==> config.mk <==
export PLATFORM = sky130hd
export DESIGN_NAME = pcte_ctrl
export DESIGN_NICKNAME = d
export VERILOG_FILES = /design/src/hdl/pcte_pkg.sv /design/src/hdl/pcte_ctrl.sv
export SDC_FILE = /design/constraint.sdc
export NUM_CORES = 1
export LEC_CHECK = 0
export BUFFER_PORTS_ARGS = -buffer_cell sky130_fd_sc_hd__buf_2
export CORE_ASPECT_RATIO = 0.7
export CORE_UTILIZATION = 56
export DETAILED_ROUTE_END_ITERATION = 8
export GPL_ROUTABILITY_DRIVEN = 0
export PLACE_DENSITY = 0.82
export SLEW_MARGIN = 30
export SYNTH_ARGS = -nofsm -noshare
export SYNTH_HDL_FRONTEND = slang
export SYNTH_SLANG_ARGS = --single-unit
==> constraint.sdc <==
create_clock -name clock -period 3.56 [get_ports clock]
set_clock_uncertainty 0.05 [all_clocks]
set_input_delay 0.534 -clock clock [delete_from_list [all_inputs] [get_ports clock]]
set_output_delay 0.534 -clock clock [all_outputs]
set_load 0.01 [all_outputs]
==> src/hdl/pcte_pkg.sv <==
// ----------------------------------------------------------------------------
// pcte_pkg
// Shared types and constants for the piecewise cubic evaluator.
// ----------------------------------------------------------------------------
package pcte_pkg;

   localparam int MAX_SEGMENTS_DEF = 16;
   localparam int MAX_JOINTS_DEF   = 8;
   localparam int FRAC_BITS_DEF    = 16;

   localparam int SEG_CNT_W   = 5;
   localparam int JNT_CNT_W   = 4;
   localparam int SEG_IDX_W   = 4;
   localparam int JNT_IDX_W   = 3;
   localparam int VAL_W       = 32;
   localparam int TIME_W      = 31;

   // accumulator width: |a3|*d^3 < 2^124, plus shifted terms and sum headroom
   localparam int ACC_W       = 136;

   // 33-bit slices per wide product step
   localparam int MUL2_PARTS  = 2;
   localparam int MUL3_PARTS  = 3;

   // configuration register indexes
   localparam logic CSR_SEGMENTS = 1'b0;
   localparam logic CSR_JOINTS   = 1'b1;

   localparam logic MODE_LOAD  = 1'b0;
   localparam logic MODE_QUERY = 1'b1;

   typedef struct packed {
      logic                 mode;
      logic [SEG_IDX_W-1:0] segment_index;
      logic [JNT_IDX_W-1:0] joint_index;
      logic signed [31:0]   coef_const;
      logic signed [31:0]   coef_lin;
      logic signed [31:0]   coef_quad;
      logic signed [31:0]   coef_cubic;
      logic [TIME_W-1:0]    end_time;
      logic signed [31:0]   query_time;
   } req_type;

   typedef struct packed {
      logic [JNT_IDX_W-1:0] joint_number;
      logic signed [31:0]   position;
      logic signed [31:0]   velocity;
      logic                 status;
      logic                 last_of_run;
   } rsp_type;

   typedef enum logic [3:0] {
      ST_IDLE,
      ST_LOAD,
      ST_SEARCH_RD,
      ST_SEARCH,
      ST_COEF_RD,
      ST_MUL1,
      ST_MUL2,
      ST_MUL3,
      ST_SUM,
      ST_EMIT,
      ST_ERROR
   } state_type;

   // controller to datapath commands
   typedef struct packed {
      logic       do_load;
      logic       clamp;
      logic       seg_rd;
      logic       seg_check;
      logic       coef_rd;
      logic       mul1;
      logic       mul2;
      logic       mul3;
      logic [1:0] part;
      logic       sum;
      logic       emit;
      logic       error;
      logic       last;
   } cmd_type;

   // datapath to controller status
   typedef struct packed {
      logic hit;
   } sts_type;

endpackage

==> src/hdl/pcte_ctrl.sv <==
// ----------------------------------------------------------------------------
// pcte_ctrl
// Sequencer: load, segment search, per-joint multiply chain, emit and error.
// ----------------------------------------------------------------------------
module pcte_ctrl import pcte_pkg::*; #(
   parameter int MAX_SEGMENTS = MAX_SEGMENTS_DEF,
   parameter int MAX_JOINTS   = MAX_JOINTS_DEF,
   localparam int SW = (MAX_SEGMENTS > 1) ? $clog2(MAX_SEGMENTS) : 1,
   localparam int JW = (MAX_JOINTS > 1) ? $clog2(MAX_JOINTS) : 1
) (
   input  logic                 clock,
   input  logic                 reset,
   input  logic                 start,
   input  logic                 mode,
   input  logic [SEG_CNT_W-1:0] seg_count,
   input  logic [JNT_CNT_W-1:0] jnt_count,
   input  sts_type              sts,
   output logic                 busy,
   output cmd_type              cmd,
   output logic [SW-1:0]        seg_sel,
   output logic [JW-1:0]        jnt_sel
);

   state_type state_ff, state_in;
   logic [SW:0]   seg_ff, seg_in;
   logic [JW:0]   jnt_ff, jnt_in;
   logic [SW:0]   nseg_ff, nseg_in;
   logic [JW:0]   njnt_ff, njnt_in;
   logic [1:0]    part_ff, part_in;
   logic [SEG_CNT_W:0] sc_w;
   logic [JNT_CNT_W:0] jc_w;

   // clamp register counts into the supported range
   always_comb begin
      sc_w = {1'b0, seg_count};
      jc_w = {1'b0, jnt_count};
      if (sc_w > (SEG_CNT_W+1)'(MAX_SEGMENTS)) begin
         nseg_in = (SW+1)'(MAX_SEGMENTS);
      end else begin
         nseg_in = (SW+1)'(sc_w);
      end
      if (jc_w == '0) begin
         njnt_in = (JW+1)'(1);
      end else if (jc_w > (JNT_CNT_W+1)'(MAX_JOINTS)) begin
         njnt_in = (JW+1)'(MAX_JOINTS);
      end else begin
         njnt_in = (JW+1)'(jc_w);
      end
   end

   // next state
   always_comb begin
      state_in = state_ff;
      seg_in   = seg_ff;
      jnt_in   = jnt_ff;
      part_in  = part_ff;
      unique case (state_ff)
         ST_IDLE: begin
            if (start) begin
               seg_in = '0;
               jnt_in = '0;
               if (mode == MODE_LOAD) begin
                  state_in = ST_LOAD;
               end else if (nseg_in == '0) begin
                  state_in = ST_ERROR;
               end else begin
                  state_in = ST_SEARCH_RD;
               end
            end
         end
         ST_LOAD:      state_in = ST_IDLE;
         ST_SEARCH_RD: state_in = ST_SEARCH;
         ST_SEARCH: begin
            if (sts.hit) begin
               state_in = ST_COEF_RD;
            end else if (seg_ff + 1'b1 >= nseg_ff) begin
               state_in = ST_ERROR;
            end else begin
               seg_in   = seg_ff + 1'b1;
               state_in = ST_SEARCH_RD;
            end
         end
         ST_COEF_RD: state_in = ST_MUL1;
         ST_MUL1: begin
            part_in  = '0;
            state_in = ST_MUL2;
         end
         // two slices per second-level product
         ST_MUL2: begin
            if (part_ff == 2'(MUL2_PARTS - 1)) begin
               part_in  = '0;
               state_in = ST_MUL3;
            end else begin
               part_in = part_ff + 1'b1;
            end
         end
         // three slices for the cubic product
         ST_MUL3: begin
            if (part_ff == 2'(MUL3_PARTS - 1)) begin
               part_in  = '0;
               state_in = ST_SUM;
            end else begin
               part_in = part_ff + 1'b1;
            end
         end
         ST_SUM:     state_in = ST_EMIT;
         ST_EMIT: begin
            if (jnt_ff + 1'b1 >= njnt_ff) begin
               state_in = ST_IDLE;
            end else begin
               jnt_in   = jnt_ff + 1'b1;
               state_in = ST_COEF_RD;
            end
         end
         ST_ERROR:   state_in = ST_IDLE;
         default:    state_in = ST_IDLE;
      endcase
   end

   // command outputs
   always_comb begin
      cmd           = '0;
      busy          = (state_ff != ST_IDLE);
      cmd.do_load   = (state_ff == ST_IDLE) && start && (mode == MODE_LOAD);
      cmd.clamp     = (state_ff == ST_IDLE) && start && (mode == MODE_QUERY);
      cmd.seg_rd    = (state_ff == ST_SEARCH_RD);
      cmd.seg_check = (state_ff == ST_SEARCH);
      cmd.coef_rd   = (state_ff == ST_COEF_RD);
      cmd.mul1      = (state_ff == ST_MUL1);
      cmd.mul2      = (state_ff == ST_MUL2);
      cmd.mul3      = (state_ff == ST_MUL3);
      cmd.part      = part_ff;
      cmd.sum       = (state_ff == ST_SUM);
      cmd.emit      = (state_ff == ST_EMIT);
      cmd.error     = (state_ff == ST_ERROR);
      cmd.last      = (jnt_ff + 1'b1 >= njnt_ff);
      seg_sel       = seg_ff[SW-1:0];
      jnt_sel       = jnt_ff[JW-1:0];
   end

   always_ff @(posedge clock) begin
      if (reset) begin
         state_ff <= ST_IDLE;
         seg_ff   <= '0;
         jnt_ff   <= '0;
         part_ff  <= '0;
         nseg_ff  <= '0;
         njnt_ff  <= (JW+1)'(1);
      end else begin
         state_ff <= state_in;
         seg_ff   <= seg_in;
         jnt_ff   <= jnt_in;
         part_ff  <= part_in;
         if (state_ff == ST_IDLE && start) begin
            nseg_ff <= nseg_in;
            njnt_ff <= njnt_in;
         end
      end
   end

endmodule

==> impl_metrics.yaml, run 1 <==
grt:
  grt_first_pass_wirelength_mm: 5.75
  grt_max_degree: 23
  antenna_found_initial: 0
  grt_usage_pct: 24.8
  grt_pass1_vias: 1300
  grt_overflow: 0
setup_path:
  crit_buf_inv: 0
  start_kind: "flip-flop"
  worstSetupPathType: "flip-flop to flip-flop"
  crit_chain: "ha_1 -> nand3_1 -> xnor2_1 -> ha_1 -> a21o_1 -> a311oi_1 -> o21ai_1 -> mux2_2"
  critPathMaxStageDelay_ns: 0.43
  path_common_cell: "ha_1"
  slowest_stage: "dfxtp_1"
  arrival_ns: 2.68
  crit_fanout: 6
  endpoint_kind: "flip-flop"
  path_delay_family: "compound AO/OA/AOI/OAI gates"
  crit_required_ns: 3.67
timing:
  fmax_mhz: 389
  slew_violations: 0
  worstMarginPinSlew_ns: 0.672
  tns_ns: 0
  fin_hold_ws_ns: 0.410
  min_period_over_period_pct: 72.3
  hold_viol_final: 0
  slew_headroom_pct: 55.1
  period_needed_ns: 2.57
  finalSetupViolations: 0
  rsz0062_at_grt: "no"
clock_tree:
  post_cts_buffers: 0
  htree_levels: 1
  cts_resized: 0
  clock_path_buffers: 2
  cts.sinks: 24
  cts_hold_buf: 0
  insertion_delay_ns: 0.26
  cts_root_buffer: "clkbuf_8"
  clk_pin_slew_worst_paths_ns: 0.09
  cts_made_buffers: 3
  cts_tree: "built"
yosys:
  syn_avg_cell_area_um2: 7.81
  synth-async-reset-ratio_pct: 0
  synth_top_area_cell: "dfxtp_1"
  ys_seq_area_share_pct: 30.2
  synth_edf_count: 0
  netlist_instances: 204
  syn_area_um2: 1590
  yosys_register_bits: 24
  synth_fp_nets: 229
  synth_ff_type: "dfxtp_1"
  synth_top_area_share_pct: 30.2
  synth_area_leaders: "dfxtp_1 30%, ha_1 8.6%, nand2_1 4.7%"
  yosys_warnings: 0
  yosysUniqueCellTypes: 46
final_layout:
  layout.nets: 252
  insertedDiodeCount: 0
  seqCellArea_um2: 480
  multiInputGateArea_um2: 971
  syn2layout_area_growth_pct: 12.3
  layout-drive-gt1-share_pct: 19.9
  fillers: 208
floorplanning:
  rows: 15
  io_pins: 36
  die_y_um: 46.6
  start_util_pct: 61.9
  fp.coreArea_um2: 2570
  dieArea_um2: 3070
  dieWidth_um: 65.7
route:
  drt_first_pass_iters: 4
  wl_per_cell_um: 14.1
  routed_via_density: 5.75
  drt-total-wl_mm: 3.65
  ant_nets: 0
  drcViolationCount: 0
  drt_iter0_drc: 53
  vias: 1496
place:
  io_buffers: 35
  hpwlAfterDp_mm: 2.71
power:
  peakVddDrop_uv: 174
  power_density_nw_per_um2: 347
  leakage_nw: 0.816
status:
  status: "finished, final reports clean"
flow_run:
  cap_violations: 0
worst_hold_path:
  hold_path_class: "flip-flop to flip-flop"
[state kept, by name, summed over array words and instances, names as in the netlist]
signal / flops
part_ff: 2
state_ff: 4
seg_ff: 5
jnt_ff: 4
nseg_ff: 5
njnt_ff: 4
[final cells by class]
type                       instances  share of cell area [%]
inverter                          13                    2.73
clock buffer                       3                    2.31
clock inverter                     1                    1.68
multi-input combinational        150                    54.3
timing repair buffer              35                    9.79
sequential                        24                    26.9
tap                               34                    2.38
[per-layer routing]
layer / vias to the layer above / track usage [%] / share of wire, % / routed length (um)
met2: 36 / 44.3 / 48 / 1750
met4: 0 / 3.91 / 0.57 / 21
met1: 691 / 31.2 / 46 / 1680
met5: - / 0 / 0 / 0
li1: 765 / - / - / -
met3: 4 / 5.94 / 5.4 / 199
[synth_stat cells (2+ instances only)]
| cell | n |
|---|---|
| a21o_1 | 2 |
| a21oi_1 | 14 |
| a31oi_1 | 6 |
| and3_1 | 4 |
| buf_2 | 2 |
| buf_4 | 7 |
| clkbuf_1 | 8 |
| dfxtp_1 | 24 |
| ha_1 | 11 |
| inv_1 | 11 |
| mux2i_1 | 4 |
| nand2_1 | 20 |
| nand2b_1 | 2 |
| nand3_1 | 10 |
| nand3b_1 | 5 |
| nand4b_1 | 2 |
| nor2_1 | 19 |
| nor2b_1 | 6 |
| nor3_1 | 6 |
| nor4_1 | 2 |
| o21ai_0 | 8 |
| o21ai_1 | 2 |
| o2bb2ai_1 | 2 |
| or3_1 | 2 |
| xnor2_1 | 3 |
| xor2_1 | 2 |
[stage by stage]
step	setup WS [ns]	std cells	power, mW	util [%]	area, um2
after floorplan	1.28	204	0.360	-	1590
after global placement	1.17	256	0.384	66.8	1720
after detailed placement	1.01	256	0.389	66.8	1720
after CTS	0.979	260	0.626	69.6	1790
after global routing	0.786	260	0.647	69.6	1790
final	0.987	260	0.621	69.6	1790
[tightest hold or removal path, cell delays in order, from the launching register on]
cell     delay (ns)
dfxtp_1        0.32
nand2_1        0.05
a21oi_1        0.05
[logic make-up after synthesis]
logic type,count (synthesis),share of synthesized area [%]
DFF,24,30.2
AOI/OAI and AO/OA,43,17.3
muxes,5,3.22
xor gates and xnor gates,5,2.75
adders and majority gates,11,8.64
buffers and inverters,30,8.88
and+or+nand+nor,86,29.1
[cell usage in the layout (no fill, tap or decap), types with 3 or more instances in the layout]
cell type / netlist / routed
inv_1: 11 / 11
nand2_1: 20 / 20
buf_2: 2 / 35
a21oi_1: 14 / 14
a31oi_1: 6 / 6
dfxtp_1: 24 / 24
clkbuf_8: 0 / 3
o21ai_0: 8 / 8
mux2i_1: 4 / 4
ha_1: 11 / 11
nand3_1: 10 / 10
nor3_1: 6 / 6
nand3b_1: 5 / 5
nor2b_1: 6 / 6
nor2_1: 19 / 19
and3_1: 4 / 4
xnor2_1: 3 / 3
[final timing paths]
kind                    from  cells after the start         end  slack (ns)
setup / recovery   seg_ff[0]                      8   seg_ff[0]        0.99
hold / removal    njnt_ff[2]                      2  njnt_ff[2]        0.41
setup reg to reg   seg_ff[0]                      8   seg_ff[0]        0.99
hold reg to reg   njnt_ff[2]                      2  njnt_ff[2]        0.41
[power breakdown]
group	total, mW	internal (mW)	switching, mW
combinational	0.0940	0.0380	0.0560
sequential	0.289	0.276	0.0129
clock	0.238	0.150	0.0877
Power figures use the tool's default switching activity.
==> inputs of run 2 (changes only) <==
ABC_AREA = 1   (was not set)
CORE_UTILIZATION = 54   (was 56)
PLACE_DENSITY = 0.8   (was 0.82)
clock period = 2.7 ns   (was 3.56 ns; I/O delays follow)
==> run 2 against run 1 <==
Area after synthesis grew 0.55%. Synthesized cell count is 16% higher. Sequential power rose by 48%.
==> impl_metrics.yaml, run 2 <==
floorplanning:
  io_pins: 36
  die_y_um: 47.6
  fp.coreArea_um2: 2800
  dieWidth_um: 67.1
  dieArea_um2: 3190
  start_util_pct: 57.1
  rows: 16
worst_hold_path:
  hold_path_class: "input pin to flip-flop"
clock_tree:
  htree_levels: 1
  post_cts_buffers: 0
  cts_tree: "built"
  cts_root_buffer: "clkbuf_8"
  cts_resized: 0
  clk_pin_slew_worst_paths_ns: 0.08
  cts.sinks: 24
  insertion_delay_ns: 0.27
  cts_hold_buf: 0
  cts_made_buffers: 3
  clock_path_buffers: 2
route:
  met2WireLength_mm: 1.29
  drt_first_pass_iters: 4
  drcViolationCount: 0
  top_layer: "met4"
  wl_met1_mm: 1.79
  drt-total-wl_mm: 3.24
  vias: 1502
  ant_nets: 0
  drt_iter0_drc: 73
  wl_per_cell_um: 10.7
  routed_via_density: 4.96
  route.met3.wl_um: 117
final_layout:
  stdcell_count: 303
  final_cell_mix: "57 x nand2_1, 35 x buf_2, 32 x inv_1"
  syn2layout_area_growth_pct: 13.4
  seqCellArea_um2: 480
  utilization_pct: 64.8
  insertedDiodeCount: 0
  layout-drive-gt1-share_pct: 20.2
  fillers: 276
  multiInputGateArea_um2: 925
  top_regs: "nseg_ff (5), seg_ff (5)"
  fin_area_um2: 1820
  layout_commonest_cell: "nand2_1"
  layout.nets: 293
setup_path:
  worstSetupPathType: "flip-flop to output port"
  path_common_cell: "nand3_1"
  arrival_ns: 1.93
  crit_fanout: 6
  endpoint_kind: "output port"
  crit_chain: "nand3_1 -> xnor2_1 -> ha_1 -> a21oi_1 -> nand3_1 -> buf_2"
  crit_required_ns: 2.25
  start_kind: "flip-flop"
  slowest_stage: "dfxtp_1"
  critPathMaxStageDelay_ns: 0.43
yosys:
  synth_common_cells: "57 x nand2_1, 32 x inv_1, 31 x nor2_1, 24 x dfxtp_1, 17 x a21oi_1"
  yosysUniqueCellTypes: 30
  yosys_warnings: 0
  syn_area_um2: 1600
  synth_area_leaders: "dfxtp_1 30%, nand2_1 13%, ha_1 8.6%"
  netlist_instances: 237
  yosys_register_bits: 24
  synth_edf_count: 0
  synth_ff_type: "dfxtp_1"
  syn_avg_cell_area_um2: 6.76
  synth_most_common_cell: "nand2_1"
  synth_fp_nets: 262
  synth-async-reset-ratio_pct: 0
  synth_top_area_share_pct: 30.0
  ys_seq_area_share_pct: 30.0
  synth_top_area_cell: "dfxtp_1"
timing:
  hold_viol_final: 0
  tns_ns: 0
  slew_violations: 0
  period_needed_ns: 2.38
  worstMarginPinSlew_ns: 0.313
  finalSetupViolations: 0
  rsz0062_at_grt: "no"
  slew_headroom_pct: 79.0
  fmax_mhz: 420
  min_period_over_period_pct: 88.2
power:
  leakage_nw: 0.935
  peakVddDrop_uv: 379
  p_total_mw: 1.07
  power_density_nw_per_um2: 591
place:
  placement.cell_area_um2: 1760
  hpwlAfterDp_mm: 2.64
  io_buffers: 35
  dp_cells: 299
grt:
  grt_overflow: 0
  grt_first_pass_wirelength_mm: 5.15
  grt_usage_pct: 22.1
  grt_pass1_vias: 1168
  grt_max_degree: 16
  antenna_found_initial: 0
status:
  status: "finished, final reports clean"
flow_run:
  cap_violations: 0
-- run 2: changes by cell type in the layout (fill, tap and decap cells not counted), sizes merged, moves of 4 or more --
cell    before  now
a31oi        6    1
and3         4    0
inv         12   35
mux2i        4    0
nand2       20   63
nand3b       5    0
nor2        20   35
nor2b        6    0
-- run 2: final cells by class --
| type | instances | area share (%) |
|---|---|---|
| Sequential cell | 24 | 26.5 |
| Clock buffer | 4 | 3.03 |
| Inverter | 36 | 7.44 |
| Multi-Input combinational cell | 168 | 50.9 |
| Tap cell | 36 | 2.48 |
| Timing Repair Buffer | 35 | 9.65 |
-- run 2: worst paths after layout --
| path | from | endpoint | slack, ns | cells past startpoint |
|---|---|---|---|---|
| max | jnt_ff[0] | cmd[0] | 0.32 | 6 |
| min | jnt_count[0] | njnt_ff[0] | 0.32 | 3 |
| max reg2reg | seg_ff[0] | seg_ff[2] | 0.61 | 14 |
| min reg2reg | nseg_ff[1] | nseg_ff[1] | 0.42 | 2 |
-- run 2: cells by family after synthesis --
group | Yosys count | synth area share (%)
fa+ha+maj | 11 | 8.59
buf+inv | 45 | 12.3
compound gates | 34 | 12.0
flops | 24 | 30.0
xor+xnor | 3 | 1.64
simple gates | 120 | 35.5
-- run 2: layer usage --
layer,global-route usage [%],up-vias
met4,5.11,0
met1,32.4,654
met3,5.71,5
met5,0,-
li1,-,816
met2,32.2,27
-- run 2: through the flow --
stage | hold slack [ns] | setup WS [ns]
after floorplan | 0.388 | 0.795
after global placement | 0.404 | 0.628
after detailed placement | 0.406 | 0.623
after CTS | 0.313 | 0.328
after global routing | 0.337 | 0.226
final | 0.321 | 0.319
-- run 2: worst max-delay path: cells and delay by family (launching register included) --
kind	cells	cell delay (ns)
XOR/XNOR	1	0.24
adder cells (fa/ha/maj)	1	0.29
flip-flops	1	0.43
buffers and inverters	1	0.15
AND/OR/NAND/NOR	2	0.25
AO/OA/AOI/OAI	1	0.29
-- run 2: where the power goes --
part / switching (mW) / internal [mW]
clock network: 0.114 / 0.130
registers: 0.0357 / 0.392
logic: 0.252 / 0.148
==> inputs of run 3 (changes only) <==
REMOVE_ABC_BUFFERS = 1   (was not set)
clock period = 2.5 ns   (was 2.7 ns; I/O delays follow)
==> run 3 against run 2 <==
Hold slack got worse by 0.035 ns. Sequential power rose by 8.4%. Routed wire length rose by 5.2%. Critical endpoint unchanged. Register-to-register slack got worse by 0.23 ns. Global-route usage rose by 0.91 points. Core utilization did not move.
==> impl_metrics.yaml, run 3 (same netlist as run 2, synthesis figures left out) <==
setup_path:
  reg2reg_from: "seg_ff[0]"
  critPathMaxStageDelay_ns: 0.43
  crit_chain: "ha_1 -> xor2_1 -> ha_1 -> nand2_1 -> inv_1 -> nand3_1 -> nand3_1 -> buf_2"
  start_kind: "flip-flop"
  cp-startpoint: "jnt_ff[0]"
  crit_fanout: 6
  worstSetupPathType: "flip-flop to output port"
  r2r_slack_ns: 0.38
  r2r_cells: 14
  r2r-end: "seg_ff[2]"
  endpoint_kind: "output port"
  slowest_stage: "dfxtp_1"
  arrival_ns: 1.87
  crit_required_ns: 2.08
  critPathCapture: "cmd[0]"
power:
  peakVddDrop_uv: 324
  p_total_mw: 1.17
  power_density_nw_per_um2: 643
  leakage_nw: 0.935
final_layout:
  layout-drive-gt1-share_pct: 20.2
  seqCellArea_um2: 480
  layout.nets: 293
  fillers: 271
  final_cell_mix: "57 x nand2_1, 35 x buf_2, 32 x inv_1"
  top_regs: "nseg_ff (5), seg_ff (5)"
  layout_commonest_cell: "nand2_1"
  stdcell_count: 303
  syn2layout_area_growth_pct: 13.4
  fin_area_um2: 1820
  utilization_pct: 64.8
  insertedDiodeCount: 0
  multiInputGateArea_um2: 925
flow_run:
  cap_violations: 0
clock_tree:
  insertion_delay_ns: 0.27
  post_cts_buffers: 0
  clk_pin_slew_worst_paths_ns: 0.08
  clock_path_buffers: 2
  cts_hold_buf: 0
  cts_resized: 0
  cts_tree: "built"
  cts_made_buffers: 3
  cts_root_buffer: "clkbuf_8"
  cts.sinks: 24
  htree_levels: 1
grt:
  grt_first_pass_wirelength_mm: 5.28
  grt_max_degree: 16
  grt_pass1_vias: 1131
  antenna_found_initial: 0
  grt_overflow: 0
  grt_usage_pct: 23.0
timing:
  worstMarginPinSlew_ns: 0.328
  min_period_over_period_pct: 92.0
  finalSetupViolations: 0
  hold_viol_final: 0
  fin_hold_ws_ns: 0.286
  slew_headroom_pct: 78.1
  fmax_mhz: 435
  tns_ns: 0
  fin_ws_ns: 0.200
  rsz0062_at_grt: "no"
  slew_violations: 0
  period_needed_ns: 2.30
place:
  placement.cell_area_um2: 1760
  dp_cells: 299
  pre_cts_slack_ns: 0.410
  io_buffers: 35
  hpwlAfterDp_mm: 2.77
route:
  drt_iter0_drc: 50
  met2WireLength_mm: 1.35
  drcViolationCount: 0
  wl_met1_mm: 1.85
  drt-total-wl_mm: 3.40
  top_layer: "met4"
  wl_per_cell_um: 11.2
  route.met3.wl_um: 184
  vias: 1515
  routed_via_density: 5.00
  ant_nets: 0
  drt_first_pass_iters: 4
worst_hold_path:
  hold_path_class: "input pin to flip-flop"
  hold_path_startpoint: "jnt_count[0]"
floorplanning:
  start_util_pct: 57.1
  dieArea_um2: 3190
  fp.coreArea_um2: 2800
  die_y_um: 47.6
  rows: 16
  io_pins: 36
  dieWidth_um: 67.1
status:
  status: "finished, final reports clean"
==> run 3: cell counts in the layout (fill, tap and decap cells not counted) <==
Identical to the previous run, type by type.
==> run 3: worst min path at each step <==
stage                       to  cells past startpoint  slack, ns
floorplan           njnt_ff[0]                      2       0.39
global placement    nseg_ff[2]                      2       0.40
detailed placement  nseg_ff[2]                      2       0.41
CTS                 njnt_ff[0]                      3       0.28
global route        nseg_ff[2]                      3       0.31
finish              njnt_ff[0]                      3       0.29
==> run 3: final cells by class <==
type	count	share of cell area (%)
multi-input cells	168	50.9
clock buffers	4	3.03
well taps	36	2.48
repair buffers	35	9.65
inverters	36	7.44
flip-flops and latches	24	26.5
==> run 3: routing by layer <==
| layer | up-vias | global-route usage [%] |
|---|---|---|
| met1 | 663 | 34.5 |
| met3 | 2 | 5.00 |
| met5 | - | 0 |
| met4 | 0 | 5.11 |
| met2 | 42 | 33.4 |
| li1 | 808 | - |
==> run 3: power by group <==
| group | internal (mW) | switching (mW) |
|---|---|---|
| Sequential | 0.424 | 0.0406 |
| Combinational | 0.161 | 0.278 |
| Clock | 0.141 | 0.124 |
==> run 3: critical path, delay by kind of cell, from the launching register on <==
kind | cells | cell delay [ns]
xor gates and xnor gates | 1 | 0.21
buffers and inverters | 2 | 0.20
adders and majority gates | 2 | 0.48
and+or+nand+nor | 3 | 0.29
DFF | 1 | 0.43
